## src/sv/usw_pkg.sv

```systemverilog
// ============================================================================
// usw_pkg
// Shared types and constants for the up/down stopwatch timer.
// ============================================================================
package usw_pkg;

    // Time constants in milliseconds
    localparam logic [26:0] MAX_MS    = 27'd86399999;
    localparam logic [26:0] SECOND_MS = 27'd1000;
    localparam logic [16:0] SEC_PER_MIN = 17'd60;
    localparam logic [10:0] MIN_PER_HR  = 11'd60;

    // Reciprocals for exact constant division over the value ranges used here
    // floor(x / 1000) = (x * RECIP_1000) >> SHIFT_1000 for x < 2^27
    localparam logic [26:0] RECIP_1000 = 27'd68719477;
    localparam int          SHIFT_1000 = 36;
    // floor(x / 60) = (x * RECIP_60) >> SHIFT_60 for x < 86400
    localparam logic [17:0] RECIP_60   = 18'd139811;
    localparam int          SHIFT_60   = 23;

    // Result queue
    localparam int RES_DEPTH = 8;
    localparam int RES_AW    = $clog2(RES_DEPTH);
    localparam int RES_CW    = $clog2(RES_DEPTH + 1);

    // Command queue
    localparam int CMD_DEPTH = 4;
    localparam int CMD_AW    = $clog2(CMD_DEPTH);
    localparam int CMD_CW    = $clog2(CMD_DEPTH + 1);

    // Input op codes
    localparam logic [2:0] OP_TICK   = 3'd0;
    localparam logic [2:0] OP_TOGGLE = 3'd1;
    localparam logic [2:0] OP_DIR    = 3'd2;
    localparam logic [2:0] OP_RESET  = 3'd3;
    localparam logic [2:0] OP_LOAD   = 3'd4;

    typedef enum logic [2:0] {
        KIND_NOP    = 3'd0,
        KIND_TICK   = 3'd1,
        KIND_TOGGLE = 3'd2,
        KIND_DIR    = 3'd3,
        KIND_RESET  = 3'd4,
        KIND_LOAD   = 3'd5
    } kind_t;

    typedef struct packed {
        logic [2:0]  op;
        logic        direction_down;
        logic [26:0] load_ms;
    } in_t;

    typedef struct packed {
        logic [4:0]  hours;
        logic [5:0]  minutes;
        logic [5:0]  seconds;
        logic [9:0]  millis;
        logic [26:0] total_ms;
        logic        running;
        logic        counting_down;
    } out_t;

    // Decoded command between front and back
    typedef struct packed {
        kind_t       kind;
        logic        dir;
        logic [26:0] load;
    } cmd_t;

    // State snapshot handed to the conversion pipeline
    typedef struct packed {
        logic        valid;
        logic [26:0] count;
        logic        running;
        logic        down;
    } snap_t;

endpackage

```

## src/sv/usw_front.sv

```systemverilog
// ============================================================================
// usw_front
// Accepts items, decodes the op and saturates the load value, and queues
// the decoded commands for the execution stage.
// ============================================================================
module usw_front (
    input  logic              clk,
    input  logic              rst_n,
    input  logic              push,
    output logic              full,
    input  usw_pkg::in_t      cmd,
    output logic              cmd_valid,
    output usw_pkg::cmd_t     cmd_head,
    input  logic              cmd_pop
);

    usw_pkg::cmd_t                    mem [usw_pkg::CMD_DEPTH];
    logic [usw_pkg::CMD_AW-1:0]       wr_ptr_reg, wr_ptr_next;
    logic [usw_pkg::CMD_AW-1:0]       rd_ptr_reg, rd_ptr_next;
    logic [usw_pkg::CMD_CW-1:0]       cnt_reg, cnt_next;
    usw_pkg::cmd_t                    dec;
    logic                             wr_en;
    logic                             rd_en;

    always_comb
    begin
        dec.dir  = cmd.direction_down;
        dec.load = (cmd.load_ms > usw_pkg::MAX_MS) ? usw_pkg::MAX_MS : cmd.load_ms;
        case (cmd.op)
            usw_pkg::OP_TICK:   dec.kind = usw_pkg::KIND_TICK;
            usw_pkg::OP_TOGGLE: dec.kind = usw_pkg::KIND_TOGGLE;
            usw_pkg::OP_DIR:    dec.kind = usw_pkg::KIND_DIR;
            usw_pkg::OP_RESET:  dec.kind = usw_pkg::KIND_RESET;
            usw_pkg::OP_LOAD:   dec.kind = usw_pkg::KIND_LOAD;
            default:            dec.kind = usw_pkg::KIND_NOP;
        endcase
    end

    assign full      = (cnt_reg == usw_pkg::CMD_CW'(usw_pkg::CMD_DEPTH));
    assign cmd_valid = (cnt_reg != '0);
    assign cmd_head  = mem[rd_ptr_reg];
    assign wr_en     = push && !full;
    assign rd_en     = cmd_pop && cmd_valid;

    always_comb
    begin
        wr_ptr_next = wr_ptr_reg;
        rd_ptr_next = rd_ptr_reg;
        cnt_next    = cnt_reg;
        if (wr_en)
        begin
            wr_ptr_next = wr_ptr_reg + 1'b1;
        end
        if (rd_en)
        begin
            rd_ptr_next = rd_ptr_reg + 1'b1;
        end
        if (wr_en && !rd_en)
        begin
            cnt_next = cnt_reg + 1'b1;
        end
        else if (!wr_en && rd_en)
        begin
            cnt_next = cnt_reg - 1'b1;
        end
    end

    always_ff @(posedge clk or negedge rst_n)
    begin
        if (!rst_n)
        begin
            wr_ptr_reg <= '0;
            rd_ptr_reg <= '0;
            cnt_reg    <= '0;
        end
        else
        begin
            wr_ptr_reg <= wr_ptr_next;
            rd_ptr_reg <= rd_ptr_next;
            cnt_reg    <= cnt_next;
        end
    end

    always_ff @(posedge clk)
    begin
        if (wr_en)
        begin
            mem[wr_ptr_reg] <= dec;
        end
    end

endmodule

```

## src/sv/usw_exec.sv

```systemverilog
// ============================================================================
// usw_exec
// Timer state: while a result slot is free, applies one queued command per
// cycle, snapshots the new state and reserves a result queue slot for it.
// ============================================================================
module usw_exec (
    input  logic                        clk,
    input  logic                        rst_n,
    input  logic                        cmd_valid,
    input  usw_pkg::cmd_t               cmd_head,
    output logic                        cmd_pop,
    input  logic                        res_taken,
    output logic [usw_pkg::RES_CW-1:0]  reserved,
    output usw_pkg::snap_t              snap
);

    logic [26:0]                 count_reg, count_next;
    logic [26:0]                 preset_reg, preset_next;
    logic                        running_reg, running_next;
    logic                        down_reg, down_next;
    logic [usw_pkg::RES_CW-1:0]  reserved_reg, reserved_next;
    usw_pkg::snap_t              snap_reg, snap_next;

    // A slot is free when items in flight plus queued results leave room
    assign cmd_pop = cmd_valid && (reserved_reg < usw_pkg::RES_CW'(usw_pkg::RES_DEPTH));

    always_comb
    begin
        count_next   = count_reg;
        preset_next  = preset_reg;
        running_next = running_reg;
        down_next    = down_reg;
        if (cmd_pop)
        begin
            case (cmd_head.kind)
                usw_pkg::KIND_TICK:
                begin
                    if (running_reg)
                    begin
                        if (down_reg)
                        begin
                            if (count_reg <= 27'd1)
                            begin
                                // countdown expired: flip to counting up from zero
                                count_next = '0;
                                down_next  = 1'b0;
                            end
                            else
                            begin
                                count_next = count_reg - 27'd1;
                            end
                        end
                        else if (count_reg >= usw_pkg::MAX_MS)
                        begin
                            count_next = '0;
                        end
                        else
                        begin
                            count_next = count_reg + 27'd1;
                        end
                    end
                end
                usw_pkg::KIND_TOGGLE: running_next = !running_reg;
                usw_pkg::KIND_DIR:    down_next    = cmd_head.dir;
                usw_pkg::KIND_RESET:
                begin
                    running_next = 1'b0;
                    count_next   = down_reg ? preset_reg : '0;
                end
                usw_pkg::KIND_LOAD:
                begin
                    count_next  = cmd_head.load;
                    preset_next = cmd_head.load;
                end
                default: ;
            endcase
        end
    end

    always_comb
    begin
        snap_next.valid   = cmd_pop;
        snap_next.count   = count_next;
        snap_next.running = running_next;
        snap_next.down    = down_next;
    end

    always_comb
    begin
        reserved_next = reserved_reg;
        if (cmd_pop && !res_taken)
        begin
            reserved_next = reserved_reg + 1'b1;
        end
        else if (!cmd_pop && res_taken)
        begin
            reserved_next = reserved_reg - 1'b1;
        end
    end

    always_ff @(posedge clk or negedge rst_n)
    begin
        if (!rst_n)
        begin
            count_reg    <= '0;
            preset_reg   <= '0;
            running_reg  <= 1'b0;
            down_reg     <= 1'b0;
            reserved_reg <= '0;
            snap_reg     <= '0;
        end
        else
        begin
            count_reg    <= count_next;
            preset_reg   <= preset_next;
            running_reg  <= running_next;
            down_reg     <= down_next;
            reserved_reg <= reserved_next;
            snap_reg     <= snap_next;
        end
    end

    assign reserved = reserved_reg;
    assign snap     = snap_reg;

endmodule

```

## src/sv/usw_conv.sv

```systemverilog
// ============================================================================
// usw_conv
// Four-stage pipeline splitting a millisecond count into hours, minutes,
// seconds and milliseconds with reciprocal multiplies. Never stalls.
// ============================================================================
module usw_conv (
    input  logic             clk,
    input  logic             rst_n,
    input  usw_pkg::snap_t   snap,
    output logic             res_valid,
    output usw_pkg::out_t    res
);

    // stage 1: count * 1/1000
    logic        s1_valid_reg;
    usw_pkg::snap_t s1_snap_reg;
    logic [53:0] s1_prod_reg;

    // stage 2: whole seconds, millis, seconds * 1/60
    logic        s2_valid_reg;
    usw_pkg::snap_t s2_snap_reg;
    logic [16:0] s2_sec_reg;
    logic [9:0]  s2_ms_reg;
    logic [34:0] s2_prod_reg;

    // stage 3: whole minutes, seconds field, minutes * 1/60
    logic        s3_valid_reg;
    usw_pkg::snap_t s3_snap_reg;
    logic [10:0] s3_min_reg;
    logic [5:0]  s3_secs_reg;
    logic [9:0]  s3_ms_reg;
    logic [28:0] s3_prod_reg;

    // stage 4: result
    logic        s4_valid_reg;
    usw_pkg::out_t s4_res_reg;

    logic [16:0] sec_total;
    logic [10:0] min_total;
    logic [4:0]  hr_total;

    assign sec_total = s1_prod_reg[usw_pkg::SHIFT_1000 +: 17];
    assign min_total = s2_prod_reg[usw_pkg::SHIFT_60 +: 11];
    assign hr_total  = s3_prod_reg[usw_pkg::SHIFT_60 +: 5];

    always_ff @(posedge clk or negedge rst_n)
    begin
        if (!rst_n)
        begin
            s1_valid_reg <= 1'b0;
            s2_valid_reg <= 1'b0;
            s3_valid_reg <= 1'b0;
            s4_valid_reg <= 1'b0;
        end
        else
        begin
            s1_valid_reg <= snap.valid;
            s2_valid_reg <= s1_valid_reg;
            s3_valid_reg <= s2_valid_reg;
            s4_valid_reg <= s3_valid_reg;
        end
    end

    always_ff @(posedge clk)
    begin
        s1_snap_reg <= snap;
        s1_prod_reg <= 54'(snap.count) * 54'(usw_pkg::RECIP_1000);

        s2_snap_reg <= s1_snap_reg;
        s2_sec_reg  <= sec_total;
        s2_ms_reg   <= 10'(s1_snap_reg.count - 27'(sec_total) * usw_pkg::SECOND_MS);
        s2_prod_reg <= 35'(sec_total) * 35'(usw_pkg::RECIP_60);

        s3_snap_reg <= s2_snap_reg;
        s3_min_reg  <= min_total;
        s3_secs_reg <= 6'(s2_sec_reg - 17'(min_total) * usw_pkg::SEC_PER_MIN);
        s3_ms_reg   <= s2_ms_reg;
        s3_prod_reg <= 29'(min_total) * 29'(usw_pkg::RECIP_60);

        // count never reaches one day, so whole hours are already below 24
        s4_res_reg.hours         <= hr_total;
        s4_res_reg.minutes       <= 6'(s3_min_reg - 11'(hr_total) * usw_pkg::MIN_PER_HR);
        s4_res_reg.seconds       <= s3_secs_reg;
        s4_res_reg.millis        <= s3_ms_reg;
        s4_res_reg.total_ms      <= s3_snap_reg.count;
        s4_res_reg.running       <= s3_snap_reg.running;
        s4_res_reg.counting_down <= s3_snap_reg.down;
    end

    assign res_valid = s4_valid_reg;
    assign res       = s4_res_reg;

endmodule

```

## src/sv/usw_res_fifo.sv

```systemverilog
// ============================================================================
// usw_res_fifo
// Result queue. Writes are never refused: the execution stage only issues
// an item when a slot is reserved for it.
// ============================================================================
module usw_res_fifo (
    input  logic                        clk,
    input  logic                        rst_n,
    input  logic                        wr,
    input  usw_pkg::out_t               wr_data,
    output logic                        empty,
    input  logic                        pop,
    output usw_pkg::out_t               result,
    output logic [usw_pkg::RES_CW-1:0]  level
);

    usw_pkg::out_t                 mem [usw_pkg::RES_DEPTH];
    logic [usw_pkg::RES_AW-1:0]    wr_ptr_reg, wr_ptr_next;
    logic [usw_pkg::RES_AW-1:0]    rd_ptr_reg, rd_ptr_next;
    logic [usw_pkg::RES_CW-1:0]    cnt_reg, cnt_next;
    logic                          rd_en;

    assign empty  = (cnt_reg == '0);
    assign rd_en  = pop && !empty;
    assign result = mem[rd_ptr_reg];
    assign level  = cnt_reg;

    always_comb
    begin
        wr_ptr_next = wr_ptr_reg;
        rd_ptr_next = rd_ptr_reg;
        cnt_next    = cnt_reg;
        if (wr)
        begin
            wr_ptr_next = wr_ptr_reg + 1'b1;
        end
        if (rd_en)
        begin
            rd_ptr_next = rd_ptr_reg + 1'b1;
        end
        if (wr && !rd_en)
        begin
            cnt_next = cnt_reg + 1'b1;
        end
        else if (!wr && rd_en)
        begin
            cnt_next = cnt_reg - 1'b1;
        end
    end

    always_ff @(posedge clk or negedge rst_n)
    begin
        if (!rst_n)
        begin
            wr_ptr_reg <= '0;
            rd_ptr_reg <= '0;
            cnt_reg    <= '0;
        end
        else
        begin
            wr_ptr_reg <= wr_ptr_next;
            rd_ptr_reg <= rd_ptr_next;
            cnt_reg    <= cnt_next;
        end
    end

    always_ff @(posedge clk)
    begin
        if (wr)
        begin
            mem[wr_ptr_reg] <= wr_data;
        end
    end

endmodule

```

## src/sv/updown_stopwatch_timer.sv

```systemverilog
// ============================================================================
// updown_stopwatch_timer
// Millisecond stopwatch / countdown timer with queue-style ports.
// ============================================================================
// Each item is one operation (tick, run toggle, direction, reset, load) and
// yields exactly one result: the count after the operation as hours, minutes,
// seconds, milliseconds and total, plus the run and direction flags. The
// block sustains one item per clock in both directions while results are
// popped. A pushed item passes through the 4-entry command queue, the state
// update register and the conversion pipeline (its reciprocal multiplies set
// the depth), then the 8-entry result queue. Full rises only once the command
// queue backs up, which happens when results are not popped and all eight
// result slots are taken.
module updown_stopwatch_timer (
    input  logic           clk,
    input  logic           rst_n,
    input  logic           push,
    output logic           full,
    input  usw_pkg::in_t   cmd,
    output logic           empty,
    input  logic           pop,
    output usw_pkg::out_t  result
);

    logic                        cmd_valid;
    usw_pkg::cmd_t               cmd_head;
    logic                        cmd_pop;
    logic [usw_pkg::RES_CW-1:0]  reserved;
    logic [usw_pkg::RES_CW-1:0]  level;
    usw_pkg::snap_t              snap;
    logic                        res_valid;
    usw_pkg::out_t               res;
    logic                        res_taken;

    assign res_taken = pop && !empty;

    usw_front u_front (
        .clk       (clk),
        .rst_n     (rst_n),
        .push      (push),
        .full      (full),
        .cmd       (cmd),
        .cmd_valid (cmd_valid),
        .cmd_head  (cmd_head),
        .cmd_pop   (cmd_pop)
    );

    usw_exec u_exec (
        .clk       (clk),
        .rst_n     (rst_n),
        .cmd_valid (cmd_valid),
        .cmd_head  (cmd_head),
        .cmd_pop   (cmd_pop),
        .res_taken (res_taken),
        .reserved  (reserved),
        .snap      (snap)
    );

    usw_conv u_conv (
        .clk       (clk),
        .rst_n     (rst_n),
        .snap      (snap),
        .res_valid (res_valid),
        .res       (res)
    );

    usw_res_fifo u_res_fifo (
        .clk     (clk),
        .rst_n   (rst_n),
        .wr      (res_valid),
        .wr_data (res),
        .empty   (empty),
        .pop     (pop),
        .result  (result),
        .level   (level)
    );

    // queued results never exceed the slots reserved for them
    a_reserve_covers_queue: assert property (@(posedge clk) disable iff (!rst_n)
        level <= reserved)
        else $error("result queue holds more items than reserved");

    // no reservation outstanding means nothing queued
    a_idle_empty: assert property (@(posedge clk) disable iff (!rst_n)
        (reserved == '0) |-> empty)
        else $error("result present with no reservation");

    // a conversion result is always preceded by an executed command
    a_conv_latency: assert property (@(posedge clk) disable iff (!rst_n)
        res_valid |-> $past(cmd_pop, 5))
        else $error("conversion result without matching command");

    // the timer never issues past the result queue capacity
    a_no_overissue: assert property (@(posedge clk) disable iff (!rst_n)
        cmd_pop |-> (reserved < usw_pkg::RES_CW'(usw_pkg::RES_DEPTH)))
        else $error("command executed without a free result slot");

endmodule

```

## config.mk

```make
export PLATFORM = sky130hd
export DESIGN_NAME = updown_stopwatch_timer
export DESIGN_NICKNAME = d
export VERILOG_FILES = /design/src/sv/usw_pkg.sv /design/src/sv/usw_front.sv /design/src/sv/usw_exec.sv /design/src/sv/usw_conv.sv /design/src/sv/usw_res_fifo.sv /design/src/sv/updown_stopwatch_timer.sv
export SDC_FILE = /design/constraint.sdc
export NUM_CORES = 2
export LEC_CHECK = 0
export ABC_CLOCK_PERIOD_IN_PS = 5700
export BUFFER_PORTS_ARGS = -buffer_cell sky130_fd_sc_hd__buf_4
export CORE_MARGIN = 4
export CORE_UTILIZATION = 48
export DETAILED_ROUTE_END_ITERATION = 6
export PLACE_DENSITY = 0.68
export REMOVE_ABC_BUFFERS = 1
export SYNTH_ARGS = -nofsm -noshare
export SYNTH_HDL_FRONTEND = slang
export SYNTH_HIERARCHICAL = 1
export SYNTH_SLANG_ARGS = --single-unit
```

## constraint.sdc

```tcl
create_clock -name clk -period 5.7 [get_ports clk]
set_input_delay 1.71 -clock clk [delete_from_list [all_inputs] [get_ports clk]]
set_output_delay 1.71 -clock clk [all_outputs]
set_load 0.01 [all_outputs]
```

After elaboration in Yosys (flattened, before gate mapping). Memories as Yosys holds them, arrays and structs flattened. Index checks and enable logic that the tools add are counted.

$add $sub $neg: 15. Multiply operators: 6. Divide/modulo/power cells: 0. Magnitude comparators: 4. Eq/ne operators: 11. Shift-type cells: 0. Muxes and demuxes: 23. Bitwise gates (word level): 0. Reduce and logical (&&, ||, !) cells: 31.

Operator list (number): $mux W27 (6); $pmux W27 S3 (1); $mul A27 B27 Y53 const B (1); $mul A17 B18 Y34 const B (1); $mul A11 B18 Y28 const B (1); $add A27 B1 Y27 const B (1); $ge A27 B27 Y1 const B (1); $gt A27 B27 Y1 const B (1); $le A27 B1 Y1 const B (1); $sub A27 B1 Y27 const B (1); $mul A17 B7 Y7 const B (1); $mux W4 (4); $pmux W3 S5 (1); $eq A3 B2 Y1 const B (4); $eq A3 B3 Y1 const B (4); $sub A6 B6 Y6 (2); $mul A11 B4 Y4 const B (1); $logic_and A1 B1 Y1 (10); $reduce_bool A2 Y1 (5); $sub A10 B10 Y10 (1); $add A3 B1 Y3 const B (3); $add A4 B1 Y4 const B (2); $logic_not A1 Y1 (8); $sub A4 B1 Y4 const B (2); other kinds (14) (27).

Bits in registers: 378. Latch bits: 0. RAM bits: 572. Memory bits (read-only): 0. Input bits: 35. Memories kept: 2.

Memories: u_res_fifo.mem (depth 8, width 56, rd ports 1, clocked after memory_dff 0, write ports 1, line usw_res_fifo.sv:17) `usw_pkg::out_t mem [usw_pkg::RES_DEPTH];`; u_front.mem (depth 4, width 31, rd ports 1, clocked after memory_dff 0, write ports 1, line usw_front.sv:17) `usw_pkg::cmd_t mem [usw_pkg::CMD_DEPTH];`.

Depth between registers and ports, before layout.
Word-level depth: 7. Gate-level depth with buffers: 23.

Hierarchy. Netlist, hierarchy kept.

By module, submodules not included: usw_conv (instances 1, cells an instance 1834, area an instance 20116.8 µm², seq. area each 4204.0 µm²); usw_res_fifo (instances 1, cells an instance 708, area an instance 17415.5 µm², seq. area each 13703.1 µm²); usw_front (instances 1, cells an instance 246, area an instance 5222.5 µm², seq. area each 3898.7 µm²); usw_exec (instances 1, cells an instance 490, area an instance 4330.4 µm², seq. area each 1526.5 µm²); updown_stopwatch_timer (instances 1, cells an instance 1, area an instance 13.8 µm², seq. area each 0.0 µm²).

Worst setup path before layout. No wires, ideal clock.

Path kind: reg-to-reg. Start: register u_exec.snap_reg, in the netlist u_exec/snap[8]. End: register u_conv.s1_prod_reg[47]. Setup time: 93 ps. Data arrival time: 5446 ps. Slack: 161 ps. Cell stages (with the launch flop): 22. Buffers on the path: 0. Clock period less this slack: 5539 ps. Cells stage by stage: dfrtp_1 > ha_1 > ha_1 > fa_1 > inv_1 > fa_1 > inv_1 > fa_1 > fa_1 > inv_1 > fa_1 > inv_1 > ha_1 > nand4_1 > nor2_1 > o211ai_1 > nand2_1 > o21ai_4 > a21oi_4 > o211ai_2 > a211o_1 > o311ai_2.

Word-level cells in the longest chain between the ends: 1.

Ends and longest elaborated chain: start, declared (line usw_exec.sv:22) `usw_pkg::snap_t snap_reg, snap_next;`; start signal, assigned (line usw_exec.sv:119) `snap_reg <= snap_next;`; $mul A27 B27 Y53 (line usw_conv.sv:67) `s1_prod_reg <= 54'(snap.count) * 54'(usw_pkg::RECIP_1000);`; end signal, assigned (line usw_conv.sv:67); end, declared (line usw_conv.sv:17) `logic [53:0] s1_prod_reg;`.

Every way passes these cells. A chain may end at the register's enable or synchronous reset.

Worst setup path in the final report.
Start: register u_exec.snap_reg, in the netlist u_exec/snap[22]. End: register u_conv.s1_prod_reg[51].

The elaborated chain is that of the path after synthesis.

==> reports/metrics.yaml <==
outcome:
  status: "completed"
clock_tree:
  cts_buffers: 87
  cts_tree: "yes"
  cts.path.max_buffers: 3
  clk_latency_ps: 650
  cts_htree_levels: 3
  clk_transition_reported_paths_ps: 60
  clkSinkCount: 859
  clockRootBuffer: "clkbuf_16"
floorplanning:
  ios: 93
  start_util_pct: 48.6
  rows: 114
  fp.dieArea_um2: 103000
  die_w_um: 321
  die_h_um: 321
  core_um2: 97000
final_layout:
  final_cell_mix: "edfxtp_1 (572), inv_1 (546), ha_1 (432)"
  utilization_pct: 56.2
  regMostFlops: "u_res_fifo/mem"
  largest_reg_flops: 448
  fin_nets: 4381
  drive_gt1_share_pct: 23.6
  final_common_cell: "edfxtp_1"
  area_growth_pct: 15.7
timing:
  fin_worst_skew_ps: 32.1
  period_minus_slack_ps: 5680
  finalSetupViolCount: 0
  rsz0062_at_grt: "yes"
  whs_ps: 320
  drv_slew: 0
  fmax_mhz: 176
  relSlewSlack_pct: 24.2
  hold_violations: 0
  finalCritPeriodShare_pct: 99.6
  worstMarginPinSlew_ps: 1130
drt:
  drt_iter0_drc: 1726
  ant_nets: 0
  wl_per_cell_um: 20.2
  totalWireLength_um: 99000
  vias: 26000
  via_per_inst: 5.31
  drtPass1Iterations: 6
  drc: 0
critical_path:
  cp-start-kind: "register"
  cpMostUsedCell: "fa_1"
  crit_type: "reg2reg"
  crit_path_end_kind: "register"
  crit_buf_inv: 6
  arrival_ps: 6230
  startpoint: "u_exec/snap[22]$_DFFE_PN0P_"
  cp_num_cells: 22
  ff2ff_setup_slack_ps: 20
  crit_path_max_incr_delay_ps: 530
  r2r_start: "u_exec/snap[22]$_DFFE_PN0P_"
  worst-path-max-fanout: 6
  cp_data_required_time_ps: 6250
  crit_family: "adder cells"
  crit_chain: "buf_6 > buf_6 > ha_4 > inv_1 > fa_1 > inv_2 > fa_1 > fa_1 > fa_1 > inv_2 > fa_1 > inv_2 > ha_4 > a21oi_2 > nor2b_1 > o21ai_1 > a211o_1 > o21a_4 > a21oi_4 > nor2_1 > o31ai_1 > xor2_1"
  cp_slowest_cell: "fa_1"
  r2r_cells: 22
run:
  maxCapViolCount: 0
placement:
  gp_congestion: 0.927
  dp_hpwl_um: 68800
  io_buffers: 92
yosys:
  synthCells: 3279
  synth_area_per_cell_um2: 14.4
  yosysSeqAreaShare_pct: 49.5
  synth_edf_count: 572
  async_flop_share_pct: 9.55
  synth_seq_cells: 859
  yosysUniqueCellTypes: 100
  synth_flop_cell: "edfxtp_1"
  synth_area_um2: 47100
  yosysWarnings: 6
worst_hold_path:
  hp-start: "u_conv/s3_snap_reg[10]$_DFF_P_"
  hold_path.class: "reg2reg"
  holdPathStages: 0
global_route:
  antenna_found_initial: 3
  grt_pass1_wl_um: 155000
  grt_usage_pct: 19.3
  grt_pass1_vias: 27200
  grt_overflow: 0
  grt_max_degree: 65
[cell usage after synthesis (all sizes together) (37+ instances only)]
cell	count	area share (%)
inv	571	4.6
nor2	69	0.55
fa	286	12
o21ai	61	0.67
buf	51	0.76
nand2	64	0.52
clkbuf	41	0.33
mux2	89	2.1
a21oi	69	0.77
dfxtp	205	8.7
xnor2	62	1.2
edfxtp	572	36
mux4	143	6.8
nand3	37	0.43
dfrtp	82	4.4
ha	506	13
[final cells by class]
class | count | area (um^2)
antenna | 2 | 5.00
clock buffer | 118 | 2490
clock inverter | 45 | 464
fill | 7562 | 42500
inverter | 571 | 2140
multi-input combinational | 1757 | 22200
sequential | 859 | 23400
tap | 1276 | 1600
timing repair buffer | 278 | 2200
[through the flow]
step,instance area (um^2),setup WS (ps),cells,TNS (ps)
after detailed placement,50200,-152,4712,-873
after floorplan,46600,-1350,3187,-75360
after global routing,54500,-126,4905,-447
final,54500,22.3,4906,0
after CTS,53800,0.328,4889,0
after global placement,50200,-102,4712,-335
[worst paths after layout]
kind                                                      to
max in group asynchronous        u_exec/snap[25]$_DFFE_PN0P_
setup / recovery              u_conv/s1_prod_reg[51]$_DFF_P_
setup reg to reg              u_conv/s1_prod_reg[51]$_DFF_P_
hold / removal                        u_conv/res[10]$_DFF_P_
min in group asynchronous  u_front/wr_ptr_reg[0]$_DFFE_PN0P_
hold reg to reg                       u_conv/res[10]$_DFF_P_
[cell families after synthesis]
| logic type | count (synthesis) | share of synthesized area, % |
|---|---|---|
| xor gates and xnor gates | 87 | 1.62 |
| DFF | 859 | 49.5 |
| and+or+nand+nor | 337 | 4.00 |
| AOI/OAI and AO/OA | 306 | 4.58 |
| muxes | 235 | 9.03 |
| adders and majority gates | 792 | 25.6 |
| buffers and inverters | 663 | 5.63 |
[routing by layer]
layer / vias up / track usage [%] / share of wire [%]
met4: 2 / 5.42 / 2.3
li1: 12200 / - / -
met2: 628 / 31.0 / 48
met3: 157 / 2.90 / 4.7
met5: - / 0 / 0.013
met1: 13100 / 27.8 / 45
[timing repair]
item / CTS / global route
hold buffers: 0 / 0
gates cloned: 0 / 0
pin swaps: 35 / 120
endpoints found under the setup margin: 12 / 14
setup buffers: 15 / 17
gates resized for setup: 81 / 115
Power is left out: the tool's default activity adds up to more than one toggle a clock period on the data nets, which glitch-free logic cannot reach.
